===== config.mk =====
export PLATFORM = sky130hd
export DESIGN_NAME = frobenius_norm_accumulator_top_flat
export DESIGN_NICKNAME = d
export VERILOG_FILES = /design/src/hdl/fna_pkg.sv /design/src/hdl/fna_if.sv /design/src/hdl/frobenius_norm_accumulator_top.sv /design/src/hdl/fna_ctrl.sv /design/src/hdl/fna_datapath.sv /design/src/flat_wrapper.sv
export SDC_FILE = /design/constraint.sdc
export NUM_CORES = 1
export LEC_CHECK = 0
export ABC_AREA = 1
export BUFFER_PORTS_ARGS = -buffer_cell sky130_fd_sc_hd__buf_2
export CAP_MARGIN = 20
export CORE_MARGIN = 5
export CORE_UTILIZATION = 55
export CTS_BUF_LIST = sky130_fd_sc_hd__clkbuf_4 sky130_fd_sc_hd__clkbuf_8 sky130_fd_sc_hd__clkbuf_16
export DETAILED_ROUTE_END_ITERATION = 6
export HOLD_SLACK_MARGIN = 0.12
export PLACE_DENSITY = 0.75
export SETUP_SLACK_MARGIN = 0.15
export SLEW_MARGIN = 25
export SYNTH_ARGS = -nofsm -noshare
export SYNTH_HDL_FRONTEND = slang
export SYNTH_SLANG_ARGS = --single-unit
export TNS_END_PERCENT = 1

===== constraint.sdc =====
create_clock -name clk -period 7.68 [get_ports clk]
set_input_delay 1.92 -clock clk [delete_from_list [all_inputs] [get_ports clk]]
set_output_delay 1.92 -clock clk [all_outputs]
set_load 0.01 [all_outputs]

===== src/hdl/fna_pkg.sv =====
`timescale 1ns / 1ps
package fna_pkg;

	localparam int NORM_WIDTH = 24;

	typedef struct packed {
		logic accept;
		logic step;
		logic load_out;
	} fna_cmd_t;

	typedef struct packed {
		logic last_done;
	} fna_sts_t;

endpackage


===== src/hdl/fna_if.sv =====
`timescale 1ns / 1ps
interface fna_in_if #(
	parameter int SAMPLE_WIDTH = 16
) ();
	logic                           valid;
	logic                           ready;
	logic signed [SAMPLE_WIDTH-1:0] element;
	logic                           last;

	modport source (output valid, output element, output last, input ready);
	modport sink (input valid, input element, input last, output ready);
endinterface

interface fna_out_if ();
	import fna_pkg::*;
	logic                  valid;
	logic                  ready;
	logic [NORM_WIDTH-1:0] norm;
	logic                  overflow;

	modport source (output valid, output norm, output overflow, input ready);
	modport sink (input valid, input norm, input overflow, output ready);
endinterface


===== src/hdl/frobenius_norm_accumulator_top.sv =====
`timescale 1ns / 1ps
// channel   modport  payload                         transfer
// samples   sink     element[SAMPLE_WIDTH], last     valid && ready
// result    source   norm[24], overflow              valid && ready
//
// elements not marked last are taken one per cycle
// after a last element ready stays low while the two-stage square pipeline drains,
// the one-digit-per-cycle root runs and the result register is loaded
// the result register holds a finished norm while the next matrix streams in
// a second root waits in place until the previous result has been taken
// asynchronous reset clears sum and flag at once, no clearing pass
module frobenius_norm_accumulator_top #(
	parameter int SAMPLE_WIDTH = 16,
	parameter int ACC_WIDTH    = 48
) (
	input  logic      clk,
	input  logic      arst_n,
	fna_in_if.sink    samples,
	fna_out_if.source result
);
	import fna_pkg::*;

	localparam int STEPS = (ACC_WIDTH + 1) / 2;

	fna_cmd_t cmd;
	fna_sts_t sts;

	fna_ctrl #(
		.STEPS(STEPS)
	) u_ctrl (
		.clk      (clk),
		.arst_n   (arst_n),
		.in_valid (samples.valid),
		.in_last  (samples.last),
		.in_ready (samples.ready),
		.out_ready(result.ready),
		.out_valid(result.valid),
		.sts      (sts),
		.cmd      (cmd)
	);

	fna_datapath #(
		.SAMPLE_WIDTH(SAMPLE_WIDTH),
		.ACC_WIDTH   (ACC_WIDTH),
		.STEPS       (STEPS)
	) u_datapath (
		.clk     (clk),
		.arst_n  (arst_n),
		.element (samples.element),
		.last    (samples.last),
		.cmd     (cmd),
		.sts     (sts),
		.norm    (result.norm),
		.overflow(result.overflow)
	);
endmodule


===== src/hdl/fna_ctrl.sv =====
`timescale 1ns / 1ps
module fna_ctrl #(
	parameter int STEPS = 24
) (
	input  logic              clk,
	input  logic              arst_n,
	input  logic              in_valid,
	input  logic              in_last,
	output logic              in_ready,
	input  logic              out_ready,
	output logic              out_valid,
	input  fna_pkg::fna_sts_t sts,
	output fna_pkg::fna_cmd_t cmd
);
	import fna_pkg::*;

	localparam int CW = $clog2(STEPS + 1);

	typedef enum logic [1:0] {
		ST_ACC,
		ST_DRAIN,
		ST_ROOT,
		ST_FINISH
	} state_t;

	state_t          state_q;
	logic [CW-1:0]   cnt_q;
	logic            out_valid_q;
	logic            accept;
	logic            load;

	assign in_ready     = (state_q == ST_ACC);
	assign accept       = in_valid && in_ready;
	assign load         = (state_q == ST_FINISH) && (!out_valid_q || out_ready);
	assign cmd.accept   = accept;
	assign cmd.step     = (state_q == ST_ROOT);
	assign cmd.load_out = load;
	assign out_valid    = out_valid_q;

	always_ff @(posedge clk or negedge arst_n) begin
		if (!arst_n) begin
			state_q     <= ST_ACC;
			cnt_q       <= '0;
			out_valid_q <= 1'b0;
		end else begin
			if (load) begin
				out_valid_q <= 1'b1;
			end else if (out_ready) begin
				out_valid_q <= 1'b0;
			end
			unique case (state_q)
				ST_ACC: begin
					if (accept && in_last) begin
						state_q <= ST_DRAIN;
					end
				end
				ST_DRAIN: begin
					cnt_q <= '0;
					if (sts.last_done) begin
						state_q <= ST_ROOT;
					end
				end
				ST_ROOT: begin
					cnt_q <= cnt_q + CW'(1);
					if (cnt_q == CW'(STEPS - 1)) begin
						state_q <= ST_FINISH;
					end
				end
				ST_FINISH: begin
					if (load) begin
						state_q <= ST_ACC;
					end
				end
				default: state_q <= ST_ACC;
			endcase
		end
	end
endmodule


===== src/hdl/fna_datapath.sv =====
`timescale 1ns / 1ps
module fna_datapath #(
	parameter int SAMPLE_WIDTH = 16,
	parameter int ACC_WIDTH    = 48,
	parameter int STEPS        = 24
) (
	input  logic                             clk,
	input  logic                             arst_n,
	input  logic signed [SAMPLE_WIDTH-1:0]   element,
	input  logic                             last,
	input  fna_pkg::fna_cmd_t                cmd,
	output fna_pkg::fna_sts_t                sts,
	output logic [fna_pkg::NORM_WIDTH-1:0]   norm,
	output logic                             overflow
);
	import fna_pkg::*;

	localparam int SQW = 2 * SAMPLE_WIDTH;
	localparam int EW  = ((ACC_WIDTH > SQW) ? ACC_WIDTH : SQW) + 1;
	localparam int XW  = 2 * STEPS;
	localparam int RW  = (STEPS > NORM_WIDTH) ? STEPS : NORM_WIDTH;

	logic                    valid_s1, valid_s2;
	logic                    last_s1, last_s2;
	logic [SAMPLE_WIDTH-1:0] mag_s1;
	logic [SQW-1:0]          sq_s2;
	logic [SAMPLE_WIDTH-1:0] mag;
	logic [ACC_WIDTH-1:0]    sum_q;
	logic                    sat_q;
	logic [EW-1:0]           total;
	logic                    clip;
	logic [ACC_WIDTH-1:0]    new_sum;
	logic                    new_sat;
	logic [XW-1:0]           x_q;
	logic [STEPS:0]          rem_q;
	logic [STEPS-1:0]        root_q;
	logic                    flag_q;
	logic [STEPS+2:0]        rem_sh;
	logic [STEPS+2:0]        trial;
	logic                    take;
	logic [RW-1:0]           root_w;
	logic [NORM_WIDTH-1:0]   norm_q;
	logic                    ovf_q;

	assign mag = element[SAMPLE_WIDTH-1] ? (~element + SAMPLE_WIDTH'(1)) : element;

	assign total   = EW'(sum_q) + EW'(sq_s2);
	assign clip    = total > EW'({ACC_WIDTH{1'b1}});
	assign new_sum = clip ? {ACC_WIDTH{1'b1}} : total[ACC_WIDTH-1:0];
	assign new_sat = sat_q | clip;

	assign sts.last_done = valid_s2 && last_s2;

	assign rem_sh = {rem_q[STEPS:0], x_q[XW-1 -: 2]};
	assign trial  = {1'b0, root_q, 2'b01};
	assign take   = rem_sh >= trial;
	assign root_w = RW'(root_q);

	assign norm     = norm_q;
	assign overflow = ovf_q;

	always_ff @(posedge clk or negedge arst_n) begin
		if (!arst_n) begin
			valid_s1 <= 1'b0;
			valid_s2 <= 1'b0;
			sum_q    <= '0;
			sat_q    <= 1'b0;
		end else begin
			valid_s1 <= cmd.accept;
			valid_s2 <= valid_s1;
			if (valid_s2) begin
				if (last_s2) begin
					sum_q <= '0;
					sat_q <= 1'b0;
				end else begin
					sum_q <= new_sum;
					sat_q <= new_sat;
				end
			end
		end
	end

	always_ff @(posedge clk) begin
		mag_s1  <= mag;
		last_s1 <= last;
		sq_s2   <= SQW'(mag_s1) * SQW'(mag_s1);
		last_s2 <= last_s1;
		if (valid_s2 && last_s2) begin
			x_q    <= XW'(new_sum);
			rem_q  <= '0;
			root_q <= '0;
			flag_q <= new_sat;
		end else if (cmd.step) begin
			x_q <= x_q << 2;
			if (take) begin
				rem_q  <= (STEPS+1)'(rem_sh - trial);
				root_q <= {root_q[STEPS-2:0], 1'b1};
			end else begin
				rem_q  <= rem_sh[STEPS:0];
				root_q <= {root_q[STEPS-2:0], 1'b0};
			end
		end
		if (cmd.load_out) begin
			norm_q <= (root_w > RW'({NORM_WIDTH{1'b1}})) ? {NORM_WIDTH{1'b1}}
				: root_w[NORM_WIDTH-1:0];
			ovf_q  <= flag_q;
		end
	end
endmodule


===== src/flat_wrapper.sv =====
// flat-port wrapper written by rule: the top's interface ports become plain ports
module frobenius_norm_accumulator_top_flat import fna_pkg::*;
#(
	parameter int SAMPLE_WIDTH = 16,
	parameter int ACC_WIDTH    = 48
)
  (clk, arst_n, samples_valid, samples_element, samples_last, samples_ready, result_valid, result_norm, result_overflow, result_ready);
  fna_in_if #(.SAMPLE_WIDTH(SAMPLE_WIDTH)) samples_i ();
  fna_out_if result_i ();
  input  logic clk;
  input  logic arst_n;
  input wire logic [$bits(samples_i.valid)-1:0] samples_valid;
  input wire logic [$bits(samples_i.element)-1:0] samples_element;
  input wire logic [$bits(samples_i.last)-1:0] samples_last;
  output wire logic [$bits(samples_i.ready)-1:0] samples_ready;
  output wire logic [$bits(result_i.valid)-1:0] result_valid;
  output wire logic [$bits(result_i.norm)-1:0] result_norm;
  output wire logic [$bits(result_i.overflow)-1:0] result_overflow;
  input wire logic [$bits(result_i.ready)-1:0] result_ready;
  assign samples_i.valid = samples_valid;
  assign samples_i.element = samples_element;
  assign samples_i.last = samples_last;
  assign samples_ready = samples_i.ready;
  assign result_valid = result_i.valid;
  assign result_norm = result_i.norm;
  assign result_overflow = result_i.overflow;
  assign result_i.ready = result_ready;
  frobenius_norm_accumulator_top #(.SAMPLE_WIDTH(SAMPLE_WIDTH), .ACC_WIDTH(ACC_WIDTH)) u_core (.clk(clk), .arst_n(arst_n), .samples(samples_i), .result(result_i));
endmodule

==> results of run 1 <==
==> per-layer routing <==
metal | up-vias | GRT usage (%) | share of wire (%)
li1 | 8829 | - | -
met1 | 8497 | 35.7 | 44
met2 | 433 | 45.3 | 48
met3 | 84 | 3.00 | 5.7
met4 | 0 | 6.25 | 2.3
met5 | - | 0 | 0
==> cells by family after synthesis <==
family / after synthesis / share of synthesized area [%]
AND/OR/NAND/NOR: 1335 / 26.0
flip-flops: 231 / 26.6
adder cells (fa/ha/maj): 329 / 25.2
AO/OA/AOI/OAI: 232 / 6.38
buffers and inverters: 681 / 12.3
XOR/XNOR: 83 / 3.42
multiplexers: 1 / 0.0530
==> metrics by stage <==
stage / setup slack (ns) / instances / hold WS (ns)
after floorplan: 2.09 / 2892 / 0.310
after global placement: 1.78 / 3371 / 0.311
after detailed placement: 1.58 / 3371 / 0.314
after CTS: 1.59 / 3419 / 0.328
after global routing: 1.20 / 3419 / 0.350
final: 1.53 / 3419 / 0.330
==> path summary, 6_finish.rpt <==
check	startpoint	endpoint	cells past startpoint
max in group asynchronous	arst_n	u_core.u_datapath.sum_q[16]	2
max reg2reg	u_core.u_datapath.mag_s1[6]	u_core.u_datapath.sq_s2[25]	20
max	u_core.u_datapath.mag_s1[6]	u_core.u_datapath.sq_s2[25]	20
min	u_core.u_datapath.last_s1	u_core.u_datapath.last_s2	0
min reg2reg	u_core.u_datapath.last_s1	u_core.u_datapath.last_s2	0
min in group asynchronous	arst_n	u_core.u_datapath.valid_s2	2
==> area by class of cell <==
type / instances / area, um2 / share of cell area, %
repair buffers: 55 / 295 / 1.30
multi-input cells: 1980 / 13000 / 57.3
flip-flops and latches: 231 / 5660 / 25.0
inverters: 587 / 2200 / 9.73
well taps: 518 / 648 / 2.86
clock buffers: 38 / 753 / 3.33
clock inverters: 10 / 97.6 / 0.431
==> state kept, by name, indices dropped and copies added (netlist names), 2 cells and up <==
name	cells
u_core.u_ctrl.cnt_q	5
u_core.u_datapath.sq_s2	31
u_core.u_datapath.rem_q	25
u_core.u_ctrl.state_q	2
u_core.u_datapath.root_q	24
u_core.u_datapath.norm	24
u_core.u_datapath.x_q	48
u_core.u_datapath.sum_q	48
u_core.u_datapath.mag_s1	16
==> synth_stat cells (5+ instances only) <==
| cell | number |
|---|---|
| edfxtp_1 | 74 |
| or2_2 | 7 |
| nor2_1 | 186 |
| nand4_1 | 33 |
| inv_1 | 581 |
| xor2_1 | 35 |
| o21bai_1 | 17 |
| o21ai_1 | 5 |
| nand2_2 | 5 |
| nand2_1 | 920 |
| a21o_1 | 9 |
| or2_1 | 7 |
| inv_2 | 6 |
| nand3b_1 | 13 |
| xnor2_1 | 48 |
| nor3_1 | 21 |
| a21oi_1 | 90 |
| nand3_1 | 108 |
| dfrtp_1 | 59 |
| dfxtp_1 | 98 |
| buf_6 | 6 |
| o211ai_1 | 7 |
| o22ai_1 | 24 |
| nand3_2 | 18 |
| o21ai_0 | 39 |
| ha_1 | 165 |
| a31oi_1 | 27 |
| and2_1 | 5 |
| clkbuf_1 | 79 |
| fa_1 | 164 |
==> impl_metrics.tcl, run 1 <==
set metrics [dict create \
    worstPathRequired_ns 8.17 \
    cap_violations 0 \
    first_pass_iters 5 \
    pin_count 48 \
    crit_chain "nand2_1 -> fa_1 -> inv_1 -> fa_1 -> inv_1 -> fa_1 -> inv_1 -> fa_1 -> fa_1 -> inv_1 -> fa_1 -> inv_1 -> ha_1 -> a21o_1 -> a21boi_0 -> nor2_1 -> nor2_1 -> nand3_1 -> a21oi_1 -> xnor2_1" \
    synth_top_area_share_pct 16.3 \
    cts_sinks 231 \
    worstSetupPathType "reg -> reg" \
    cp_top_family "adder cells" \
    syn_area_per_cell_um2 7.35 \
    first_global_vias 18100 \
    start_kind "flop" \
    diodes 0 \
    slew_violations 0 \
    core_mm2 0.0385 \
    cts_buffers 26 \
    wire_per_inst_um 15.8 \
    setup_viol 0 \
    clk_latency_ns 0.56 \
    yosys.area.top_type "nand2_1" \
    cts_buffer_depth 3 \
    ant_nets 0 \
    fin_util_pct 58.9 \
    tightest_slew_ns 1.06 \
    syn_area_mm2 0.0212 \
    async_reset_ff_share_pct 25.5 \
    hp-class "reg -> reg" \
    slew_headroom_pct 29.0 \
    cpMostUsedCell "fa_1" \
    reg2reg_setup_slack_ns 1.53 \
    yosys_warnings 0 \
    placed_area_mm2 0.0218 \
    synth-seq-area-share_pct 26.6 \
    final_nets 3231 \
    routabilityCongestion 0.981 \
    dieArea_mm2 0.0427 \
    dieHeight_um 207 \
    grt_overflow 0 \
    drive_gt1_share_pct 5.34 \
    dr.first_iter.drc_count 1338 \
    io_buffers 47 \
    synth_edf_count 74 \
    ctsResizeCount 0 \
    rsz0062_at_grt "no" \
    post_cts_buffers 0 \
    fillers 3507 \
    drc 0 \
    rows 72 \
    area_growth_pct 6.55 \
    cp_slowest_cell "dfxtp_1" \
    arrival_ns 6.64 \
    grt_pass1_wl_um 90700 \
    vias 17800 \
    clkSlewWorstSetupHoldPaths_ns 0.06 \
    yosys-top-cells-area "nand2_1 16%, fa_1 15%, edfxtp_1 10%" \
    routed_wl_um 54000 \
    finClkSkew_ns 0.0139 \
    status "completed" \
    grt_usage_pct 26.2 \
    syn_inst 2892 \
    fp.dieW_um 207 \
    final_common_cell "nand2_1" \
    cp_max_fo 16 \
    critPathCaptureType "flop" \
    yosys_most_used_dff "dfxtp_1" \
    synth.distinct_cells 47 \
    crit_path_max_incr_delay_ns 0.83 \
    finalCriticalPeriod_ns 6.15 \
    critPathBufInv 5 \
    synth_fp_nets 3242 \
    via_per_inst 5.22 \
    cts_hold_buf 0 \
    antenna_found_initial 0 \
    grt_start_max_net_pins 76 \
    final_cell_mix "920 x nand2_1, 579 x inv_1, 185 x nor2_1, 165 x ha_1, 164 x fa_1" \
    hold_viol 0 \
    root_buffer "clkbuf_16" \
    initial_core_util_pct 55.2 \
    htreeDepth 1 \
    finalCritPeriodShare_pct 80.1 \
    ys_ff_latch 231 \
    cts_tree "yes" \
    hpwl_um 42800 \
    final_area_mm2 0.0226 \
    fmax_mhz 163 \
    fin_tns_setup_ns 0 \
]
Power of run 1 is not shown: default switching activity piles up to over one toggle a cycle in this logic, so the estimate is an artifact.
==> run 2: changes to the inputs <==
clock period = 6 ns   (was 7.68 ns; I/O delays follow)
==> run 2 against run 1 <==
Non-clock buffer count up 16. Routed wire length is 1.3% lower. Global-route usage is 0.56 points lower.
==> impl_metrics.tcl, run 2 (synthesis results as in run 1) <==
set metrics [dict create \
    status "completed" \
    cts_buffer_depth 3 \
    final_nets 3246 \
    finalCriticalPeriod_ns 5.66 \
    rows 72 \
    netSwitchingFraction_pct 52.4 \
    grt_pass1_wl_um 89300 \
    hp-class "reg -> reg" \
    final_common_cell "nand2_1" \
    cts_hold_buf 0 \
    comb_power_share_pct 74.8 \
    preCtsSetupSlack_ns -0.0297 \
    via_per_inst 5.28 \
    arrival_ns 6.12 \
    final_cell_mix "920 x nand2_1, 579 x inv_1, 185 x nor2_1, 165 x ha_1, 164 x fa_1" \
    fmax_mhz 177 \
    ir_drop_v 0.00110 \
    reg2reg_setup_slack_ns 0.34 \
    routed_wl_um 53200 \
    ant_nets 0 \
    antenna_found_initial 0 \
    rsz0062_at_grt "yes" \
    diodes 0 \
    cts_buffers 25 \
    start_kind "flop" \
    routabilityCongestion 0.991 \
    pwr-share-clk_pct 11.4 \
    tightest_slew_ns 1.02 \
    finClkSkew_ns 0.0272 \
    worstPathRequired_ns 6.46 \
    slew_headroom_pct 31.8 \
    holdPathEnd "u_core.u_datapath.last_s2" \
    dr.first_iter.drc_count 1283 \
    worstSetupPathType "reg -> reg" \
    area_growth_pct 7.45 \
    grt_start_max_net_pins 63 \
    cts_tree "yes" \
    cp_slowest_cell "fa_1" \
    slew_violations 0 \
    fin_ws_ns 0.341 \
    vias 18100 \
    wire_per_inst_um 15.5 \
    hpwl_um 42300 \
    clk_latency_ns 0.58 \
    crit_path_max_incr_delay_ns 0.54 \
    cp_max_fo 10 \
    timing.rr.end "u_core.u_datapath.sq_s2[24]" \
    crit_chain "buf_4 -> nand2_1 -> inv_1 -> fa_1 -> inv_1 -> fa_1 -> inv_1 -> fa_1 -> fa_1 -> fa_1 -> inv_1 -> fa_1 -> inv_1 -> ha_1 -> nand2_1 -> inv_1 -> nand3_1 -> nor3_4 -> nand4_1 -> nand3_2 -> a21oi_1 -> xnor2_1" \
    grt_usage_pct 25.7 \
    dieArea_mm2 0.0427 \
    core_mm2 0.0385 \
    hold_viol 0 \
    drc 0 \
    r2r_start "u_core.u_datapath.mag_s1[4]" \
    p_leak_nw 12.6 \
    critPathBufInv 7 \
    p_int_w 0.00678 \
    htreeDepth 1 \
    critPathCaptureType "flop" \
    first_pass_iters 5 \
    initial_core_util_pct 55.2 \
    final_area_mm2 0.0228 \
    p_switching_w 0.00747 \
    placed_area_mm2 0.0219 \
    holdPathStages 0 \
    powerDensity_mw_per_mm2 624 \
    io_buffers 47 \
    drive_gt1_share_pct 6.38 \
    grt_overflow 0 \
    first_global_vias 18500 \
    fillers 3459 \
    p_seq_share_pct 13.8 \
    cap_violations 0 \
    finalCritPeriodShare_pct 94.3 \
    fin_util_pct 59.4 \
    clkSlewWorstSetupHoldPaths_ns 0.07 \
    reg_top3 "u_core.u_datapath.sum_q (48), u_core.u_datapath.x_q (48), u_core.u_datapath.sq_s2 (31)" \
    cp_top_family "adder cells" \
    final.hold.worst_slack_ns 0.328 \
    min_from "u_core.u_datapath.last_s1" \
    root_buffer "clkbuf_16" \
    totalPowerFinal_w 0.0143 \
    dieHeight_um 207 \
    cts_sinks 231 \
    setup_viol 0 \
    reg2reg_depth 22 \
    pin_count 48 \
    fp.dieW_um 207 \
]
run 2: how the worst max path moves through the flow:
stage                                             from                           to  slack (ns)  cells past startpoint
after floorplan            u_core.u_datapath.mag_s1[4]  u_core.u_datapath.sq_s2[25]        0.41                     20
after global placement     u_core.u_datapath.mag_s1[7]  u_core.u_datapath.sq_s2[24]       -0.03                     20
after detailed placement   u_core.u_datapath.mag_s1[7]  u_core.u_datapath.sq_s2[24]       -0.03                     20
after CTS                 u_core.u_datapath.mag_s1[11]  u_core.u_datapath.sq_s2[25]        0.15                     18
after global routing       u_core.u_datapath.mag_s1[4]  u_core.u_datapath.sq_s2[24]        0.08                     22
final                      u_core.u_datapath.mag_s1[4]  u_core.u_datapath.sq_s2[24]        0.34                     22
run 2: per-layer routing:
layer / GRT usage [%] / share of wire (%)
met1: 33.6 / 43
met4: 8.20 / 3.2
met3: 2.86 / 5.5
met2: 44.9 / 48
met5: 0 / 0
run 2: power by group through the flow:
stage	Clock, W	Combinational, W	Sequential (W)
2_1_floorplan	0	0.00797	0.00194
4_1_cts	0.00166	0.0105	0.00197
5_1_grt	0.00172	0.0124	0.00198
3_5_place_dp	0	0.0104	0.00200
3_3_place_gp	0	0.0104	0.00200
6_report	0.00163	0.0107	0.00197
run 2: per-stage QoR:
stage / cells / TNS [ns]
global placement: 3385 / -0.0262
global route: 3433 / 0
floorplan: 2892 / 0
CTS: 3432 / 0
finish: 3433 / 0
detailed placement: 3386 / -0.0297
run 2: final cells by class:
class / instances / area, um2 / area share, %
clock inverter: 12 / 141 / 0.619
timing repair buffer: 71 / 435 / 1.91
clock buffer: 34 / 724 / 3.17
tap: 518 / 648 / 2.84
multi-input combinational: 1980 / 13000 / 56.9
sequential: 231 / 5680 / 24.9
inverter: 587 / 2200 / 9.65
run 2: what timing repair did:
| item | 4_1_cts | 5_1_grt |
|---|---|---|
| gates cloned | 0 | 0 |
| endpoints found under the setup margin | 3 | 16 |
| pin swaps | 0 | 2 |
| buffers inserted | 0 | 1 |
| gates resized for setup | 1 | 20 |
No activity file was read; power rests on OpenSTA's default activity.
